--- config.mk ---
export PLATFORM = sky130hd
export DESIGN_NAME = serial_packet_deframer
export DESIGN_NICKNAME = d
export VERILOG_FILES = /design/src/hw/rtl/spd_pkg.sv /design/src/hw/rtl/spd_buf.sv /design/src/hw/rtl/spd_parse.sv /design/src/hw/rtl/spd_emit.sv /design/src/hw/rtl/serial_packet_deframer.sv
export SDC_FILE = /design/constraint.sdc
export NUM_CORES = 1
export LEC_CHECK = 0
export ABC_AREA = 1
export BUFFER_PORTS_ARGS = -buffer_cell sky130_fd_sc_hd__buf_2
export CORE_ASPECT_RATIO = 0.7
export CORE_MARGIN = 1
export CORE_UTILIZATION = 40
export CTS_BUF_LIST = sky130_fd_sc_hd__clkbuf_4 sky130_fd_sc_hd__clkbuf_8
export DETAILED_ROUTE_END_ITERATION = 6
export PLACE_DENSITY = 0.64
export SLEW_MARGIN = 15
export SYNTH_ARGS = -nofsm -noshare
export SYNTH_HDL_FRONTEND = slang
export SYNTH_SLANG_ARGS = --single-unit
--- constraint.sdc ---
create_clock -name i_clk -period 9.8 [get_ports i_clk]
set_input_delay 1.96 -clock i_clk [delete_from_list [all_inputs] [get_ports i_clk]]
set_output_delay 1.96 -clock i_clk [all_outputs]
set_load 0.01 [all_outputs]
--- src/hw/rtl/spd_pkg.sv ---
// Shared types and constants of the serial packet deframer.
package spd_pkg;

    localparam int BUF_DEPTH = 64;
    localparam int ADDR_W    = (BUF_DEPTH > 1) ? $clog2(BUF_DEPTH) : 1;

    localparam int BYTE_W = 8;
    localparam int TYPE_W = 16;
    localparam int IDX_W  = 6;
    localparam int LEN_W  = 7;
    localparam int CIDX_W = 2;

    localparam logic [BYTE_W-1:0] HEADER_RST = 8'hAA;
    localparam logic [BYTE_W-1:0] FOOTER_RST = 8'h55;
    localparam logic [LEN_W-1:0]  MAXLEN_RST = 7'd64;

    typedef enum logic [CIDX_W-1:0] {
        CFG_HEADER = 2'd0,
        CFG_FOOTER = 2'd1,
        CFG_MAXLEN = 2'd2
    } t_cfg_idx;

    typedef struct packed {
        logic              en;
        logic [ADDR_W-1:0] addr;
        logic [BYTE_W-1:0] data;
    } t_buf_wr;

    typedef struct packed {
        logic              start;
        logic [LEN_W-1:0]  length;
        logic [TYPE_W-1:0] ptype;
    } t_burst_req;

    typedef struct packed {
        logic [TYPE_W-1:0] ptype;
        logic [BYTE_W-1:0] data;
        logic [IDX_W-1:0]  idx;
        logic [LEN_W-1:0]  length;
        logic              has;
        logic              last;
    } t_item;

endpackage

--- src/hw/rtl/spd_buf.sv ---
// Payload buffer: one write port, one read port, registered read data.
module spd_buf
    import spd_pkg::*;
(
    input  logic              i_clk,
    input  t_buf_wr           i_wr,
    input  logic              i_rd_en,
    input  logic [ADDR_W-1:0] i_rd_addr,
    output logic [BYTE_W-1:0] o_rd_data
);

    logic [BYTE_W-1:0] r_mem [BUF_DEPTH];
    logic [BYTE_W-1:0] r_q;

    always_ff @(posedge i_clk) begin
        if (i_wr.en) begin
            r_mem[i_wr.addr] <= i_wr.data;
        end
    end

    always_ff @(posedge i_clk) begin
        if (i_rd_en) begin
            r_q <= r_mem[i_rd_addr];
        end
    end

    assign o_rd_data = r_q;

endmodule

--- src/hw/rtl/spd_parse.sv ---
// Frame parser: header hunt, length check, type capture, payload write, footer check.
module spd_parse
    import spd_pkg::*;
(
    input  logic              i_clk,
    input  logic              i_rst_n,
    input  logic              i_cfg_we,
    input  logic [CIDX_W-1:0] i_cfg_idx,
    input  logic [BYTE_W-1:0] i_cfg_wdata,
    input  logic              i_acc,
    input  logic [BYTE_W-1:0] i_byte,
    output t_buf_wr           o_wr,
    output t_burst_req        o_req
);

    typedef enum logic [2:0] {
        PH_HEADER  = 3'd0,
        PH_LENGTH  = 3'd1,
        PH_TYPE_HI = 3'd2,
        PH_TYPE_LO = 3'd3,
        PH_DATA    = 3'd4,
        PH_FOOTER  = 3'd5
    } t_phase;

    t_phase            r_phase, n_phase;
    logic [BYTE_W-1:0] r_header, r_footer;
    logic [LEN_W-1:0]  r_maxlen;
    logic [LEN_W-1:0]  r_explen, n_explen;
    logic [LEN_W-1:0]  r_fill, n_fill;
    logic [TYPE_W-1:0] r_type, n_type;
    logic [LEN_W-1:0]  fill_inc;
    logic              len_bad;

    assign fill_inc = r_fill + LEN_W'(1);
    assign len_bad  = (i_byte > {1'b0, r_maxlen}) || (i_byte > BYTE_W'(BUF_DEPTH));

    always_comb begin
        n_phase      = r_phase;
        n_explen     = r_explen;
        n_fill       = r_fill;
        n_type       = r_type;
        o_wr.en      = 1'b0;
        o_wr.addr    = r_fill[ADDR_W-1:0];
        o_wr.data    = i_byte;
        o_req.start  = 1'b0;
        o_req.length = r_explen;
        o_req.ptype  = r_type;
        if (i_acc) begin
            unique case (r_phase)
                PH_HEADER: begin
                    if (i_byte == r_header) begin
                        n_phase = PH_LENGTH;
                    end
                end
                PH_LENGTH: begin
                    if (len_bad) begin
                        n_phase = PH_HEADER;
                    end else begin
                        n_explen = i_byte[LEN_W-1:0];
                        n_fill   = '0;
                        n_phase  = PH_TYPE_HI;
                    end
                end
                PH_TYPE_HI: begin
                    n_type  = {{(TYPE_W-BYTE_W){1'b0}}, i_byte};
                    n_phase = PH_TYPE_LO;
                end
                PH_TYPE_LO: begin
                    n_type  = {r_type[BYTE_W-1:0], i_byte};
                    n_phase = (r_explen != '0) ? PH_DATA : PH_FOOTER;
                end
                PH_DATA: begin
                    o_wr.en = (r_fill < LEN_W'(BUF_DEPTH));
                    n_fill  = fill_inc;
                    if (fill_inc >= r_explen) begin
                        n_phase = PH_FOOTER;
                    end
                end
                PH_FOOTER: begin
                    o_req.start = (i_byte == r_footer);
                    n_phase     = PH_HEADER;
                end
                default: begin
                    n_phase = PH_HEADER;
                end
            endcase
        end
    end

    always_ff @(posedge i_clk) begin
        if (!i_rst_n) begin
            r_phase  <= PH_HEADER;
            r_explen <= '0;
            r_fill   <= '0;
            r_type   <= '0;
            r_header <= HEADER_RST;
            r_footer <= FOOTER_RST;
            r_maxlen <= MAXLEN_RST;
        end else begin
            r_phase  <= n_phase;
            r_explen <= n_explen;
            r_fill   <= n_fill;
            r_type   <= n_type;
            if (i_cfg_we) begin
                if (i_cfg_idx == CFG_HEADER) begin
                    r_header <= i_cfg_wdata;
                end else if (i_cfg_idx == CFG_FOOTER) begin
                    r_footer <= i_cfg_wdata;
                end else if (i_cfg_idx == CFG_MAXLEN) begin
                    r_maxlen <= i_cfg_wdata[LEN_W-1:0];
                end
            end
        end
    end

endmodule

--- src/hw/rtl/spd_emit.sv ---
// Burst reader: walks the buffer and feeds an output register with a skid entry.
module spd_emit
    import spd_pkg::*;
(
    input  logic              i_clk,
    input  logic              i_rst_n,
    input  t_burst_req        i_req,
    output logic              o_rd_en,
    output logic [ADDR_W-1:0] o_rd_addr,
    input  logic [BYTE_W-1:0] i_rd_data,
    output logic              o_busy,
    output logic              o_valid,
    input  logic              i_stall,
    output t_item             o_item
);

    logic              r_active, n_active;
    logic [IDX_W-1:0]  r_idx, n_idx;
    logic [LEN_W-1:0]  r_len;
    logic [TYPE_W-1:0] r_type;
    logic              r_pend, r_out_vld, n_out_vld, r_skid_vld, n_skid_vld;
    t_item             r_pend_meta, n_pend_meta;
    t_item             r_out, n_out, r_skid, n_skid;
    t_item             arrive;
    logic              pop, issue, is_last, has;
    logic [1:0]        occ;

    assign pop     = r_out_vld && !i_stall;
    assign occ     = 2'(r_out_vld) + 2'(r_skid_vld) + 2'(r_pend) - 2'(pop);
    assign issue   = r_active && (occ < 2'd2);
    assign has     = (r_len != '0);
    assign is_last = !has || ({1'b0, r_idx} + LEN_W'(1) == r_len);

    assign o_rd_en   = issue && has;
    assign o_rd_addr = r_idx[ADDR_W-1:0];

    // Meta of the read in flight; the data lane is filled on arrival.
    always_comb begin
        n_pend_meta        = r_pend_meta;
        n_pend_meta.ptype  = r_type;
        n_pend_meta.data   = '0;
        n_pend_meta.idx    = r_idx;
        n_pend_meta.length = r_len;
        n_pend_meta.has    = has;
        n_pend_meta.last   = is_last;
    end

    always_comb begin
        arrive      = r_pend_meta;
        arrive.data = r_pend_meta.has ? i_rd_data : '0;
    end

    always_comb begin
        n_active   = r_active;
        n_idx      = r_idx;
        n_out      = r_out;
        n_skid     = r_skid;
        n_out_vld  = r_out_vld;
        n_skid_vld = r_skid_vld;
        if (i_req.start) begin
            n_active = 1'b1;
            n_idx    = '0;
        end else if (issue) begin
            n_idx = r_idx + IDX_W'(1);
            if (is_last) begin
                n_active = 1'b0;
            end
        end
        if (r_skid_vld) begin
            if (pop) begin
                n_out = r_skid;
                if (r_pend) begin
                    n_skid = arrive;
                end else begin
                    n_skid_vld = 1'b0;
                end
            end
        end else if (r_pend) begin
            if (!r_out_vld || pop) begin
                n_out     = arrive;
                n_out_vld = 1'b1;
            end else begin
                n_skid     = arrive;
                n_skid_vld = 1'b1;
            end
        end else if (pop) begin
            n_out_vld = 1'b0;
        end
    end

    always_ff @(posedge i_clk) begin
        if (!i_rst_n) begin
            r_active   <= 1'b0;
            r_pend     <= 1'b0;
            r_out_vld  <= 1'b0;
            r_skid_vld <= 1'b0;
            r_idx      <= '0;
        end else begin
            r_active   <= n_active;
            r_pend     <= issue;
            r_out_vld  <= n_out_vld;
            r_skid_vld <= n_skid_vld;
            r_idx      <= n_idx;
        end
    end

    always_ff @(posedge i_clk) begin
        if (i_req.start) begin
            r_len  <= i_req.length;
            r_type <= i_req.ptype;
        end
        r_pend_meta <= n_pend_meta;
        r_out       <= n_out;
        r_skid      <= n_skid;
    end

    assign o_busy  = r_active || r_pend || r_out_vld || r_skid_vld;
    assign o_valid = r_out_vld;
    assign o_item  = r_out;

endmodule

--- src/hw/rtl/serial_packet_deframer.sv ---
// Top level of the serial packet deframer: parser, payload buffer and burst reader.
//
//   channel | direction | handshake                  | payload
//   --------+-----------+----------------------------+---------------------------------
//   in      | input     | i_in_valid / o_in_stall    | i_rx_byte
//   out     | output    | o_out_valid / i_out_stall  | o_packet_type, o_payload_byte,
//           |           |                            | o_byte_index, o_payload_length,
//           |           |                            | o_has_payload, o_last
//   cfg     | input     | i_cfg_we                   | i_cfg_idx, i_cfg_wdata
//
// Cycles: while parsing, one received word is taken every cycle. A good packet of
//   N payload bytes gives N output words (one word for an empty packet), read from
//   the single buffer read port at one word per cycle while the output does not
//   stall; the input stalls from the cycle after the footer until the last word is taken.
// Reset: synchronous, active low; clears the parser and burst control and restores
//   the configuration defaults. The payload buffer is not cleared.
// Stalls: an output stall holds the output word; a skid entry keeps one read in
//   flight so the burst resumes without a bubble.
module serial_packet_deframer
    import spd_pkg::*;
(
    input  logic              i_clk,
    input  logic              i_rst_n,
    input  logic              i_cfg_we,
    input  logic [CIDX_W-1:0] i_cfg_idx,
    input  logic [BYTE_W-1:0] i_cfg_wdata,
    input  logic              i_in_valid,
    output logic              o_in_stall,
    input  logic [BYTE_W-1:0] i_rx_byte,
    output logic              o_out_valid,
    input  logic              i_out_stall,
    output logic [TYPE_W-1:0] o_packet_type,
    output logic [BYTE_W-1:0] o_payload_byte,
    output logic [IDX_W-1:0]  o_byte_index,
    output logic [LEN_W-1:0]  o_payload_length,
    output logic              o_has_payload,
    output logic              o_last
);

    logic              in_acc;
    logic              busy;
    t_buf_wr           buf_wr;
    t_burst_req        burst_req;
    logic              rd_en;
    logic [ADDR_W-1:0] rd_addr;
    logic [BYTE_W-1:0] rd_data;
    t_item             item;

    // Hold the input off while a burst is being read out of the buffer; this
    // also keeps the parser from overwriting entries still to be read.
    assign o_in_stall = busy;
    assign in_acc     = i_in_valid && !busy;

    spd_parse u_parse (
        .i_clk       (i_clk),
        .i_rst_n     (i_rst_n),
        .i_cfg_we    (i_cfg_we),
        .i_cfg_idx   (i_cfg_idx),
        .i_cfg_wdata (i_cfg_wdata),
        .i_acc       (in_acc),
        .i_byte      (i_rx_byte),
        .o_wr        (buf_wr),
        .o_req       (burst_req)
    );

    spd_buf u_buf (
        .i_clk     (i_clk),
        .i_wr      (buf_wr),
        .i_rd_en   (rd_en),
        .i_rd_addr (rd_addr),
        .o_rd_data (rd_data)
    );

    spd_emit u_emit (
        .i_clk     (i_clk),
        .i_rst_n   (i_rst_n),
        .i_req     (burst_req),
        .o_rd_en   (rd_en),
        .o_rd_addr (rd_addr),
        .i_rd_data (rd_data),
        .o_busy    (busy),
        .o_valid   (o_out_valid),
        .i_stall   (i_out_stall),
        .o_item    (item)
    );

    assign o_packet_type    = item.ptype;
    assign o_payload_byte   = item.data;
    assign o_byte_index     = item.idx;
    assign o_payload_length = item.length;
    assign o_has_payload    = item.has;
    assign o_last           = item.last;

    // Output words only appear while the input is held off.
    a_out_implies_stall: assert property (@(posedge i_clk) disable iff (!i_rst_n)
        o_out_valid |-> o_in_stall)
        else $error("output word while input not stalled");

    // Taking the last word empties the burst path.
    a_last_drains: assert property (@(posedge i_clk) disable iff (!i_rst_n)
        (o_out_valid && !i_out_stall && o_last) |=> (!o_out_valid && !o_in_stall))
        else $error("burst path not empty after last word");

    // A burst only starts right after an accepted input word (the footer).
    a_burst_start: assert property (@(posedge i_clk) disable iff (!i_rst_n)
        $rose(o_in_stall) |-> $past(i_in_valid && !o_in_stall))
        else $error("burst started without a footer word");

    // An empty packet is always a single word marked last.
    a_empty_last: assert property (@(posedge i_clk) disable iff (!i_rst_n)
        (o_out_valid && !o_has_payload) |-> (o_last && o_payload_length == '0))
        else $error("empty packet word not marked last");

endmodule
Yosys cells after proc, flatten, opt, wreduce, memory -nomap -nowiden
Memory sizes are Yosys's and may differ from the RTL's. A register that Yosys moved wholly into a read port is not among the register bits.
Cells that the tools add are included.
W data, S select, Z words.

word-level totals
  register bits after elaboration = 198
  bits in writable memories = 512
  input port bits = 23
  output and inout bits = 41
  logic and storage cells = 136
  memories = 1

cells by class
  add/subtract/negate cells = 6
  $lt $le $gt $ge = 5
  equal/unequal tests = 16
  muxes and demuxes = 35
  bitwise gates (word level) = 5
  reductions and logical operators = 37

memory list
  name         depth  width  read ports  clocked after Yosys merged registers in  write ports  RTL line       RTL
  u_buf.r_mem  64     8      1           1                                        1            spd_buf.sv:12  logic [BYTE_W-1:0] r_mem [BUF_DEPTH];

operators with widths
  operator               number
  $mux W39               9
  $pmux W16 S2           1
  $reduce_and A3 Y1      7
  $mux W1                18
  $eq A8 B8 Y1           2
  $pmux W3 S5            1
  $pmux W7 S2            1
  $reduce_bool A2 Y1     7
  $reduce_bool A7 Y1     2
  $gt A8 B7 Y1           1
  $gt A8 B7 Y1 const B   1
  $mux W8                1
  $add A6 B1 Y7 const B  1
  $add A7 B1 Y7 const B  1
  $eq A7 B7 Y1           1
  $ge A7 B7 Y1           1
  $lt A7 B7 Y1 const B   1
  $mux W7                1
  $add A6 B1 Y6 const B  1
  $eq A3 B2 Y1 const B   2
  $eq A3 B3 Y1 const B   2
  $logic_or A1 B1 Y1     6
  $mux W3                2
  $ne A2 B1 Y1 const B   3
  17 further kinds       31

Logic depth before layout (Yosys ltp)
Gate-level depths: netlist of run 1.

  depth in word-level cells = 8
  depth in mapped cells = 17
  gate-level depth less buffers = 16

Modules after synthesis
From an unflattened synthesis of run 1, not the netlist that was laid out.

second synthesis, totals
  cells, all modules = 2,674
  area total of the unflattened synthesis = 29,573.4 um^2

by module, submodules not included
  module                  instances  cells an instance  area an instance (um^2)  sequential area each (um^2)
  spd_buf                 1          1,805              21,419.3                 15,615.0
  spd_emit                1          395                4,971.0                  3,853.7
  spd_parse               1          472                3,173.0                  1,121.1
  serial_packet_deframer  1          2                  10.0                     0.0

Worst setup path before layout of run 1
OpenSTA, ideal clock, no wires.

  kind = input -> register
  from = in i_out_stall
  to = reg u_emit.r_skid[0] in the netlist's numbering, enable pin
  setup time = 0.494 ns
  arrival = 5.081 ns
  data required time = 9.306 ns
  setup slack = 4.225 ns
  stages on the path = 3
  path buffers = 0
  path through = nor2_1 > inv_1 > o31ai_1

on the way
  cells in the longest elaborated chain, start to end = 5
  elaborated cells on any way between the ends = 6
  those cells by class = 2 x eq/ne; 4 x reduce/logical

RTL lines
  what                           RTL line                      RTL
  start: declaration             serial_packet_deframer.sv:31  input logic i_out_stall,
  $logic_not A1 Y1 *             spd_emit.sv:28                assign pop = r_out_vld && !i_stall;
  $logic_and A1 B1 Y1 *          spd_emit.sv:28
  $logic_or A1 B1 Y1             spd_emit.sv:79                if (!r_out_vld || pop) begin
  $ne A2 B1 Y1 (no line)         --
  $reduce_and A3 Y1 (no line) *  --
  end signal: assignment         spd_emit.sv:114               r_skid <= n_skid;
  end: declaration               spd_emit.sv:23                t_item r_out, n_out, r_skid, n_skid;

Mark *: on every way between the ends. The rest lies on a longest branch, timed or not.
A chain may end at the register's enable or synchronous reset.

==> results.rst, run 1 <==
.. list-table::
   :header-rows: 1

   * - Metric
     - Value
   * - Post-CTS setup repair buffer count
     - 0
   * - Overall fraction of global-route tracks in use
     - 0.190
   * - Kind of start point of the critical path
     - flip-flop
   * - Startpoint of the most critical register-to-register path
     - u_emit.o_rd_addr[0]
   * - Number of setup violations in the final report
     - 0
   * - CTS tree
     - built
   * - Total grt overflow
     - 0
   * - Wire length of the first global-routing pass
     - 105,000 µm
   * - Clock Root Buffer
     - clkbuf_8
   * - Post-synth cell types
     - 41
   * - Synthesized Nets
     - 2,426
   * - Level count of the clock H-tree
     - 3
   * - Switching part of the total power
     - 0.214
   * - Standard cell area after detailed placement
     - 0.0295 mm²
   * - RSZ-0062 raised after global routing
     - false
   * - Clock Sinks
     - 718
   * - Area growth from synthesis to final layout
     - 11.2%
   * - Clock insertion delay at the later pin of the skew report
     - 0.72 ns
   * - Synthesized area per cell
     - 11.9 µm²
   * - Period minus WS final
     - 4.50 ns
   * - Number of design-rule violations left by the first detailed-router iteration
     - 2,199
   * - Worst Path Required
     - 10.32 ns
   * - Max-capacitance violation count
     - 0
   * - Length in cells of the worst reg-to-reg path
     - 11
   * - Final ANT Viol Nets
     - 0
   * - Sequential fraction of the synthesis area
     - 0.728
   * - Clock power frac
     - 0.404
   * - Power Dens Cells
     - 184 mW/mm²
   * - Final-layout setup total negative slack
     - 0 ns
   * - Final weighted congestion in routability-driven placement
     - 0.837
   * - Vias after detailed routing
     - 18,700
   * - Die Width
     - 320 µm
   * - Flop-to-flop setup slack
     - 5.30 ns
   * - Total count of hold-check failures in the final report
     - 0
   * - Net count, final
     - 2,485
   * - Worst setup path category
     - reg2reg
   * - Critical Path End Type
     - flip-flop
   * - Worst Setup SP
     - u_emit.o_rd_addr[0]
   * - Max Slew Vio Count
     - 0
   * - Share of the clock period used by the worst path
     - 0.460
   * - Number of antenna violations at the first check in global routing
     - 1
   * - Drt wl/cell
     - 20.1 µm
   * - Internal power
     - 4.55 mW
   * - Post-detailed-route via-to-cell ratio
     - 5.45
   * - Clock transition at path regs
     - 0.07 ns
   * - Aggregate routed wire length
     - 69,000 µm
   * - CP endpoint
     - u_buf.o_rd_data[7]
   * - Number of placement rows
     - 81
   * - Final-layout worst hold slack
     - 0.333 ns
   * - Cells after synthesis
     - 2,384
   * - Number of top-level design ports
     - 64
   * - Clock Tree Buf Depth
     - 3
   * - Number of flip-flops and latches in the synthesized netlist
     - 718
   * - Initial standard-cell utilization of the core
     - 0.405
   * - HPWL Detailed
     - 40,100 µm
   * - Worst Hold Class
     - reg2reg
   * - Cell Count, Final, Fillers Out
     - 3,439
   * - Height of the die
     - 225 µm
   * - Maximum vdd drop
     - 0.000101 V
   * - Total power after layout
     - 5.80 mW
   * - Port Buf Inserts
     - 63
   * - Worst max-slew margin expressed relative to the limit
     - 0.319
   * - Num CTS Buffers
     - 100
   * - Combinational share of power
     - 0.023
   * - DR DRC count
     - 0
   * - Arrival time worst endpoint
     - 5.03 ns
   * - Summed instance area of the synthesized netlist
     - 0.0283 mm²
   * - Number of global-route vias before repair
     - 17,700
   * - Cell leakage power
     - 11.0 nW
   * - Switching component of the power
     - 1.24 mW
   * - First-pass iteration count of the detailed router
     - 6
   * - Worst-margin pin slew
     - 1.01 ns
   * - Reg-to-Reg End
     - u_buf.o_rd_data[7]
   * - Core region area
     - 0.0699 mm²
   * - Worst-case clock skew
     - 0.0418 ns
   * - Share of layout cells above drive strength 1
     - 0.111
   * - Area of the die
     - 0.0718 mm²
   * - Count of inserted antenna diode cells
     - 0
   * - Utilization after layout
     - 0.450
   * - Yosys synthesis warning count
     - 0
   * - Final setup slack of the worst path
     - 5.30 ns
   * - Pre-CTS WS
     - 4.87 ns
   * - Largest net degree at the start of global routing
     - 114
   * - Run status
     - completed
   * - Post-Place Cells
     - 3,254
   * - Number of hold buffers added after cts
     - 0
   * - Maximum fanout along the worst path
     - 84
   * - Share of total power in sequential cells
     - 0.573
   * - Post-Layout Inst Area
     - 0.0315 mm²
   * - Post-cts sizing count
     - 0
   * - Highest Clock Rate
     - 0.222 GHz
==> synthesized netlist by cell type (all sizes together) <==
cell     count  area share
a21oi       66       0.012
xor2         6      0.0019
nor4         2     0.00044
nor2       404       0.054
clkinv       5     0.00066
nor3b        1     0.00027
o211ai       5      0.0013
nand4       11      0.0027
dfxtp       97       0.069
buf         35      0.0063
xnor2        4      0.0012
ha          19      0.0084
nand3       70       0.014
nand2      343       0.046
nor3        16      0.0036
xnor3        1     0.00080
o21ai      332       0.059
o22ai      128       0.028
or2          1     0.00022
inv         93       0.012
a211oi       3     0.00080
nand3b       2     0.00053
o31ai        1     0.00027
edfxtp     621        0.66
o21a         1     0.00027
a31oi        8      0.0018
a22oi       11      0.0029
o311ai       1     0.00031
clkbuf      96       0.013
o2111ai      1     0.00031
==> worst max-delay path: stages (launching register included) <==
cell and delay (ns):
dfxtp_4 0.93, buf_4 0.52, buf_4 0.58, buf_4 0.69, o21ai_0 0.24, o22ai_1 0.26
nand2_1 0.08, nand3_1 0.16, nand2_1 0.08, a31oi_1 0.19, nand2_1 0.23, nand2_1 0.20
==> logic make-up after synthesis <==
family | Yosys count | share of synthesized area
flops | 718 | 0.728
xor+xnor | 11 | 0.00389
compound gates | 557 | 0.107
fa+ha+maj | 19 | 0.00840
simple gates | 850 | 0.121
buf+inv | 229 | 0.0320
==> power by group through the flow <==
stage	clock network, mW	logic (mW)	registers (mW)
finish	2.34	0.133	3.32
global route	2.50	0.144	3.32
CTS	2.37	0.132	3.32
detailed placement	0	0.131	3.39
global placement	0	0.128	3.39
floorplan	0	0.0542	3.39
==> layer usage <==
metal	part of all wire	global-route usage	wire length [µm]
met5	0	0	0
met4	0.020	0.0506	1370
met3	0.11	0.0517	7850
met2	0.42	0.273	29100
met1	0.44	0.283	30700
==> final cells by class <==
cell class	count	area, µm²
inverter	98	373
fill	6328	38500
multi-input combinational	1437	6830
sequential	718	20600
timing repair buffer	88	503
clock buffer	143	1760
clock inverter	42	253
tap	913	1140
==> sequential cells by signal (all words and copies together), names as in the netlist, 8 cells and up <==
name and count:
u_parse.r_footer 8, u_buf.r_mem 512, u_buf.o_rd_data 8, u_emit.r_skid 39, u_emit.arrive 31, u_emit.o_item 39
u_parse.r_type 16, u_emit.r_type 16, u_parse.r_header 8
==> worst min path at each step <==
stage | startpoint | end | slack [ns] | cells past startpoint
finish | u_emit.r_type[15] | u_emit.arrive[38] | 0.33 | 0
CTS | u_emit.r_type[0] | u_emit.arrive[23] | 0.33 | 0
global placement | u_emit.r_type[13] | u_emit.arrive[36] | 0.33 | 0
global route | u_emit.r_type[14] | u_emit.arrive[37] | 0.34 | 0
detailed placement | u_emit.r_type[15] | u_emit.arrive[38] | 0.33 | 0
floorplan | u_emit.r_type[0] | u_emit.arrive[23] | 0.32 | 0
==> placed cells by master (no fill, tap or decap), types with 3 or more instances in the layout <==
cell / n
a21oi_1: 66
a22oi_1: 11
a31oi_1: 8
buf_2: 63
buf_4: 25
clkbuf_4: 34
clkbuf_8: 109
clkinv_1: 25
clkinv_2: 15
clkinvlp_4: 3
dfxtp_1: 93
edfxtp_1: 621
ha_1: 19
inv_1: 85
inv_2: 7
nand2_1: 342
nand3_1: 67
nand3_4: 3
nand4_1: 10
nor2_1: 400
nor2_4: 3
nor3_1: 12
nor3_2: 3
o211ai_1: 5
o21ai_0: 328
o21ai_1: 4
o22ai_1: 128
xnor2_1: 4
xor2_1: 6
Power figures use the tool's default switching activity.
==> run 2, diff against run 1 <==
clock period = 4.2 ns   (was 9.8 ns; I/O delays follow)
==> results.rst, run 2 (synthesis results as in run 1) <==
.. list-table::
   :header-rows: 1

   * - Metric
     - Value
   * - Final setup slack of the worst path
     - 0.734 ns
   * - Area of the die
     - 0.0718 mm²
   * - Level count of the clock H-tree
     - 3
   * - Reg-to-Reg End
     - u_buf.o_rd_data[4]
   * - Final-layout setup total negative slack
     - 0 ns
   * - Max FFs per register
     - 512
   * - Share of the clock period used by the worst path
     - 0.825
   * - Post-Place Cells
     - 3,263
   * - Core region area
     - 0.0699 mm²
   * - Number of global-route vias before repair
     - 18,400
   * - Period minus WS final
     - 3.47 ns
   * - Area growth from synthesis to final layout
     - 11.9%
   * - Cell leakage power
     - 11.1 nW
   * - Number of setup violations in the final report
     - 0
   * - Post-CTS setup repair buffer count
     - 0
   * - Total grt overflow
     - 0
   * - Maximum vdd drop
     - 0.000276 V
   * - Critical Path End Type
     - flip-flop
   * - Number of hold buffers added after cts
     - 0
   * - Clock Root Buffer
     - clkbuf_8
   * - Clock Sinks
     - 718
   * - Most frequent cells in the layout
     - edfxtp_1, nor2_1, nand2_1, o21ai_0, o22ai_1
   * - Flop-to-flop setup slack
     - 0.73 ns
   * - Number of top-level design ports
     - 64
   * - Filler instances
     - 6,288
   * - HPWL Detailed
     - 45,300 µm
   * - Internal power
     - 10.8 mW
   * - Final weighted congestion in routability-driven placement
     - 0.929
   * - Final-layout worst hold slack
     - 0.337 ns
   * - Overall fraction of global-route tracks in use
     - 0.205
   * - Footprint of the multi-input gates
     - 0.00683 mm²
   * - Final ANT Viol Nets
     - 0
   * - Post-cts sizing count
     - 0
   * - Vias after detailed routing
     - 19,100
   * - Switching part of the total power
     - 0.217
   * - Number of design-rule violations left by the first detailed-router iteration
     - 2,534
   * - DR DRC count
     - 0
   * - Maximum fanout along the worst path
     - 9
   * - Power Dens Cells
     - 434 mW/mm²
   * - First-pass iteration count of the detailed router
     - 6
   * - Count of inserted antenna diode cells
     - 0
   * - Die Width
     - 320 µm
   * - Share of layout cells above drive strength 1
     - 0.113
   * - Worst Hold Class
     - reg2reg
   * - Switching component of the power
     - 2.97 mW
   * - Length in cells of the worst reg-to-reg path
     - 10
   * - Aggregate routed wire length
     - 73,600 µm
   * - Kind of start point of the critical path
     - flip-flop
   * - Utilization after layout
     - 0.453
   * - Initial standard-cell utilization of the core
     - 0.405
   * - Number of antenna violations at the first check in global routing
     - 3
   * - Net count, final
     - 2,496
   * - Worst setup path category
     - reg2reg
   * - Share of total power in sequential cells
     - 0.565
   * - Standard cell area after detailed placement
     - 0.0296 mm²
   * - Worst-margin pin slew
     - 1.18 ns
   * - Post-Layout Inst Area
     - 0.0317 mm²
   * - Arrival time worst endpoint
     - 3.79 ns
   * - Number of placement rows
     - 81
   * - Drt wl/cell
     - 21.3 µm
   * - Pre-CTS WS
     - 0.374 ns
   * - Clock transition at path regs
     - 0.07 ns
   * - Total count of hold-check failures in the final report
     - 0
   * - Hold path start
     - u_emit.r_type[13]
   * - Startpoint of the most critical register-to-register path
     - u_emit.o_valid
   * - Height of the die
     - 225 µm
   * - Post-detailed-route via-to-cell ratio
     - 5.52
   * - CTS tree
     - built
   * - Wire length of the first global-routing pass
     - 111,000 µm
   * - Cell Count, Final, Fillers Out
     - 3,451
   * - Worst Path Required
     - 4.53 ns
   * - Worst-case clock skew
     - 0.0352 ns
   * - Num CTS Buffers
     - 102
   * - Run status
     - completed
   * - Clock Tree Buf Depth
     - 3
   * - Clock insertion delay at the later pin of the skew report
     - 0.73 ns
   * - Largest register by flop count
     - u_buf.r_mem
   * - Max Slew Vio Count
     - 0
   * - Number of cells on the worst hold path
     - 0
   * - RSZ-0062 raised after global routing
     - false
   * - Max-capacitance violation count
     - 0
   * - Largest net degree at the start of global routing
     - 103
   * - Total power after layout
     - 13.7 mW
   * - Combinational share of power
     - 0.025
   * - Most frequent standard cell in the layout excluding fill and tap cells
     - edfxtp_1
   * - Port Buf Inserts
     - 63
   * - Highest Clock Rate
     - 0.289 GHz
   * - Clock power frac
     - 0.410
   * - Area occupied by registers
     - 0.0206 mm²
   * - End of the worst hold path
     - u_emit.arrive[36]
   * - Worst max-slew margin expressed relative to the limit
     - 0.211
==> run 2: how the worst max path moves through the flow <==
stage                          to  cells past startpoint           start  slack (ns)
3_3_place_gp   u_buf.o_rd_data[0]                     10     i_out_stall        0.42
2_1_floorplan     u_emit.r_len[0]                      5    i_rx_byte[7]        0.68
5_1_grt        u_buf.o_rd_data[4]                     10  u_emit.o_valid        0.39
6_report       u_buf.o_rd_data[4]                     10  u_emit.o_valid        0.73
4_1_cts        u_buf.o_rd_data[4]                     10  u_emit.o_valid        0.77
3_5_place_dp   u_buf.o_rd_data[4]                     10     i_out_stall        0.37
==> run 2: area by class of cell <==
type | instances | share of cell area
clock buffer | 140 | 0.0549
clock inverter | 48 | 0.0110
inverter | 98 | 0.0118
multi-input combinational | 1437 | 0.216
sequential | 718 | 0.651
tap | 913 | 0.0361
timing repair buffer | 97 | 0.0196
==> run 2: layer usage <==
metal / GRT usage / up-vias / routed length (µm)
li1: - / 8660 / -
met1: 0.307 / 9257 / 33300
met2: 0.285 / 1020 / 30500
met3: 0.0619 / 116 / 8360
met4: 0.0543 / 0 / 1440
met5: 0 / - / 0
==> run 2: critical path: stages (launching register included) <==
cell      delay (ns)
dfxtp_1         0.40
inv_1           0.13
nor2_1          0.18
inv_1           0.12
ha_1            0.29
ha_1            0.27
a21oi_1         0.20
nor2_1          0.08
nor3_2          0.38
clkinv_1        0.34
a21oi_1         0.68
==> run 2: power by group through the flow <==
stage | registers (mW) | logic, mW | clock network [mW]
global placement | 7.91 | 0.328 | 0
detailed placement | 7.91 | 0.334 | 0
finish | 7.75 | 0.337 | 5.63
floorplan | 7.90 | 0.127 | 0
global route | 7.75 | 0.365 | 6.01
CTS | 7.75 | 0.334 | 5.72
==> run 3, diff against run 2 <==
ABC_AREA = 0   (was 1)
PLACE_DENSITY = 0.66   (was 0.64)
clock period = 3.16 ns   (was 4.2 ns; I/O delays follow)
==> results.rst, run 3 <==
.. list-table::
   :header-rows: 1

   * - Metric
     - Value
   * - Length in cells of the worst reg-to-reg path
     - 10
   * - Post-cts sizing count
     - 0
   * - Cell types occupying the most area after synthesis
     - edfxtp_1, mux4_2, dfxtp_1
   * - Initial standard-cell utilization of the core
     - 0.406
   * - Worst Hold Class
     - in2reg
   * - Number of setup violations in the final report
     - 0
   * - Most common cell in the netlist
     - edfxtp_1
   * - Synthesized area per cell
     - 18.4 µm²
   * - Fraction of synthesis flops using an asynchronous set or reset pin
     - 0
   * - Total count of hold-check failures in the final report
     - 0
   * - Cell Count, Final, Fillers Out
     - 2,696
   * - RSZ-0062 raised after global routing
     - false
   * - Top cell type's share of synthesized area
     - 0.673
   * - Post-Layout Inst Area
     - 0.0318 mm²
   * - Summed instance area of the synthesized netlist
     - 0.0277 mm²
   * - Switching component of the power
     - 3.68 mW
   * - Number of enable-type register cells in the synthesized netlist
     - 621
   * - Number of design-rule violations left by the first detailed-router iteration
     - 1,473
   * - Port Buf Inserts
     - 63
   * - Final ANT Viol Nets
     - 0
   * - Standard cell area after detailed placement
     - 0.0299 mm²
   * - Drt wl/cell
     - 22.7 µm
   * - Worst setup path category
     - reg2reg
   * - Utilization after layout
     - 0.466
   * - Number of hold buffers added after cts
     - 0
   * - Clock insertion delay at the later pin of the skew report
     - 0.71 ns
   * - Sequential fraction of the synthesis area
     - 0.743
   * - Clock Tree Buf Depth
     - 3
   * - Height of the die
     - 222 µm
   * - Met2 track demand over resource in global routing
     - 0.246
   * - Synthesized Nets
     - 1,548
   * - DR DRC count
     - 0
   * - Final-layout worst hold slack
     - 0.171 ns
   * - GR Util met1
     - 0.266
   * - Filler instances
     - 5,745
   * - Worst max-slew margin expressed relative to the limit
     - 0.387
   * - Period minus WS final
     - 2.82 ns
   * - Max FFs per register
     - 512
   * - First-pass iteration count of the detailed router
     - 5
   * - Cells along the critical path
     - ha_1, nand3_1, nor2_1, xor2_1, ha_1, nor2b_1, o31ai_1, o21ai_0, nor4bb_1, o21a_1
   * - Highest Clock Rate
     - 0.355 GHz
   * - Flop-to-flop setup slack
     - 0.34 ns
   * - Number of flip-flops and latches in the synthesized netlist
     - 718
   * - CTS tree
     - built
   * - Area growth from synthesis to final layout
     - 14.8%
   * - Overall fraction of global-route tracks in use
     - 0.176
   * - Combinational share of power
     - 0.015
   * - Die Width
     - 317 µm
   * - Largest net degree at the start of global routing
     - 65
   * - Final weighted congestion in routability-driven placement
     - 0.820
   * - Share of the clock period used by the worst path
     - 0.891
   * - Worst Setup SP
     - u_parse.r_fill[0]
   * - Total grt overflow
     - 0
   * - Yosys synthesis warning count
     - 0
   * - Run status
     - completed
   * - Post-CTS setup repair buffer count
     - 0
   * - Most used cell, CP
     - ha_1
   * - CP Buf/Inv Count
     - 0
   * - Wire length of the first global-routing pass
     - 91,900 µm
   * - Most frequent cells in the layout
     - edfxtp_1, mux4_2, clkbuf_8, buf_4, nor2_1
   * - Number of antenna violations at the first check in global routing
     - 5
   * - Level count of the clock H-tree
     - 3
   * - Worst stage delay on the critical path
     - 0.52 ns
   * - Aggregate routed wire length
     - 61,100 µm
   * - Grt peak-use layer
     - met1
   * - Post-synth cell types
     - 58
   * - Path length in cells of the critical path
     - 10
   * - Max-capacitance violation count
     - 0
   * - Maximum fanout along the worst path
     - 12
   * - CP endpoint
     - u_parse.r_phase[1]
   * - Num CTS Buffers
     - 102
   * - Worst Path Required
     - 3.77 ns
   * - Cells after synthesis
     - 1,506
   * - Clock power frac
     - 0.401
   * - Final setup slack of the worst path
     - 0.343 ns
   * - HPWL Detailed
     - 39,100 µm
   * - Net count, final
     - 1,755
   * - List of most frequent post-synthesis cells
     - edfxtp_1, mux4_2, dfxtp_1
   * - Number of top-level design ports
     - 64
   * - Post-synthesis cell type with the largest combined area
     - edfxtp_1
   * - Cell at the slowest stage of the critical path
     - dfxtp_1
   * - Switching part of the total power
     - 0.209
   * - Met3 Use GR
     - 0.0531
   * - Number of placement rows
     - 80
   * - Reg-to-Reg End
     - u_parse.r_phase[1]
   * - Clock transition at path regs
     - 0.06 ns
   * - Largest register by flop count
     - u_buf.r_mem
   * - Number of global-route vias before repair
     - 14,700
   * - Worst-margin pin slew
     - 0.919 ns
   * - Vias after detailed routing
     - 14,500
   * - Pre-CTS WS
     - 0.365 ns
   * - Post-Place Cells
     - 2,511
   * - Most used DFF post-synth
     - edfxtp_1
   * - Arrival time worst endpoint
     - 3.42 ns
   * - Clock Sinks
     - 718
   * - Final-layout setup total negative slack
     - 0 ns
   * - Kind of start point of the critical path
     - flip-flop
   * - Cell leakage power
     - 10.2 nW
   * - Share of total power in sequential cells
     - 0.584
   * - Area of the die
     - 0.0704 mm²
   * - Internal power
     - 13.9 mW
   * - Core region area
     - 0.0684 mm²
   * - Crit path max-delay family
     - simple AND/OR/NAND/NOR gates
   * - Critical Path End Type
     - flip-flop
   * - Clock Root Buffer
     - clkbuf_8
   * - Startpoint of the most critical register-to-register path
     - u_parse.r_fill[0]
   * - Power Dens Cells
     - 553 mW/mm²
   * - Max Slew Vio Count
     - 0
   * - Share of layout cells above drive strength 1
     - 0.305
   * - Post-detailed-route via-to-cell ratio
     - 5.37
   * - Total power after layout
     - 17.6 mW
   * - Most frequent standard cell in the layout excluding fill and tap cells
     - edfxtp_1
   * - Worst-case clock skew
     - 0.0343 ns
   * - Maximum vdd drop
     - 0.000415 V
[run 3: cell count changes after synthesis, moves of 55 or more]
cell / before / now
o22ai_1: 128 / 13
nand2_1: 342 / 91
nor2_1: 401 / 95
mux4_2: 0 / 144
inv_1: 87 / 20
clkbuf_1: 96 / 41
o21ai_0: 328 / 24
[run 3: per-layer routing]
layer  share of wire  vias up  wire, µm
li1                -     6390         -
met1            0.46     7442     28000
met2            0.43      566     26400
met3           0.095       78      5830
met4           0.014        2       838
met5         0.00021        -        13
[run 3: kinds of logic after synthesis]
logic type / Yosys count / share of synthesized area
AND/OR/NAND/NOR: 299 / 0.0505
adder cells (fa/ha/maj): 19 / 0.00857
AO/OA/AOI/OAI: 125 / 0.0283
flip-flops: 718 / 0.743
multiplexers: 214 / 0.144
buffers and inverters: 98 / 0.0154
XOR/XNOR: 33 / 0.0104
[run 3: how the worst min path moves through the flow]
stage	start	to	slack [ns]	cells past startpoint
after CTS	i_cfg_wdata[7]	u_parse.r_header[7]	0.12	3
final	i_cfg_wdata[7]	u_parse.r_header[7]	0.17	3
after global placement	u_emit.r_type[11]	u_emit.arrive[34]	0.33	0
after detailed placement	u_emit.r_type[13]	u_emit.arrive[36]	0.33	0
after floorplan	u_emit.r_type[0]	u_emit.arrive[23]	0.32	0
after global routing	i_cfg_wdata[7]	u_parse.r_header[7]	0.14	3
[run 3: power groups by stage]
| stage | clock [mW] | sequential (mW) | combinational (mW) |
|---|---|---|---|
| 2_1_floorplan | 0 | 10.5 | 0.0776 |
| 5_1_grt | 7.62 | 10.3 | 0.283 |
| 6_report | 7.06 | 10.3 | 0.259 |
| 3_3_place_gp | 0 | 10.5 | 0.249 |
| 3_5_place_dp | 0 | 10.5 | 0.261 |
| 4_1_cts | 7.22 | 10.3 | 0.261 |
[run 3: final cells by class]
cell class / count / area [µm²] / area share
sequential: 718 / 20600 / 0.647
multi-input combinational: 690 / 6710 / 0.211
clock buffer: 135 / 1680 / 0.0529
timing repair buffer: 181 / 1340 / 0.0421
tap: 902 / 1130 / 0.0355
clock inverter: 48 / 295 / 0.00928
inverter: 20 / 75.1 / 0.00236
antenna: 2 / 5.00 / 0.000157
[run 3: worst min-delay path, stage by stage]
cell and delay (ns):
buf_2 0.10, mux2i_1 0.06, nand2_1 0.06
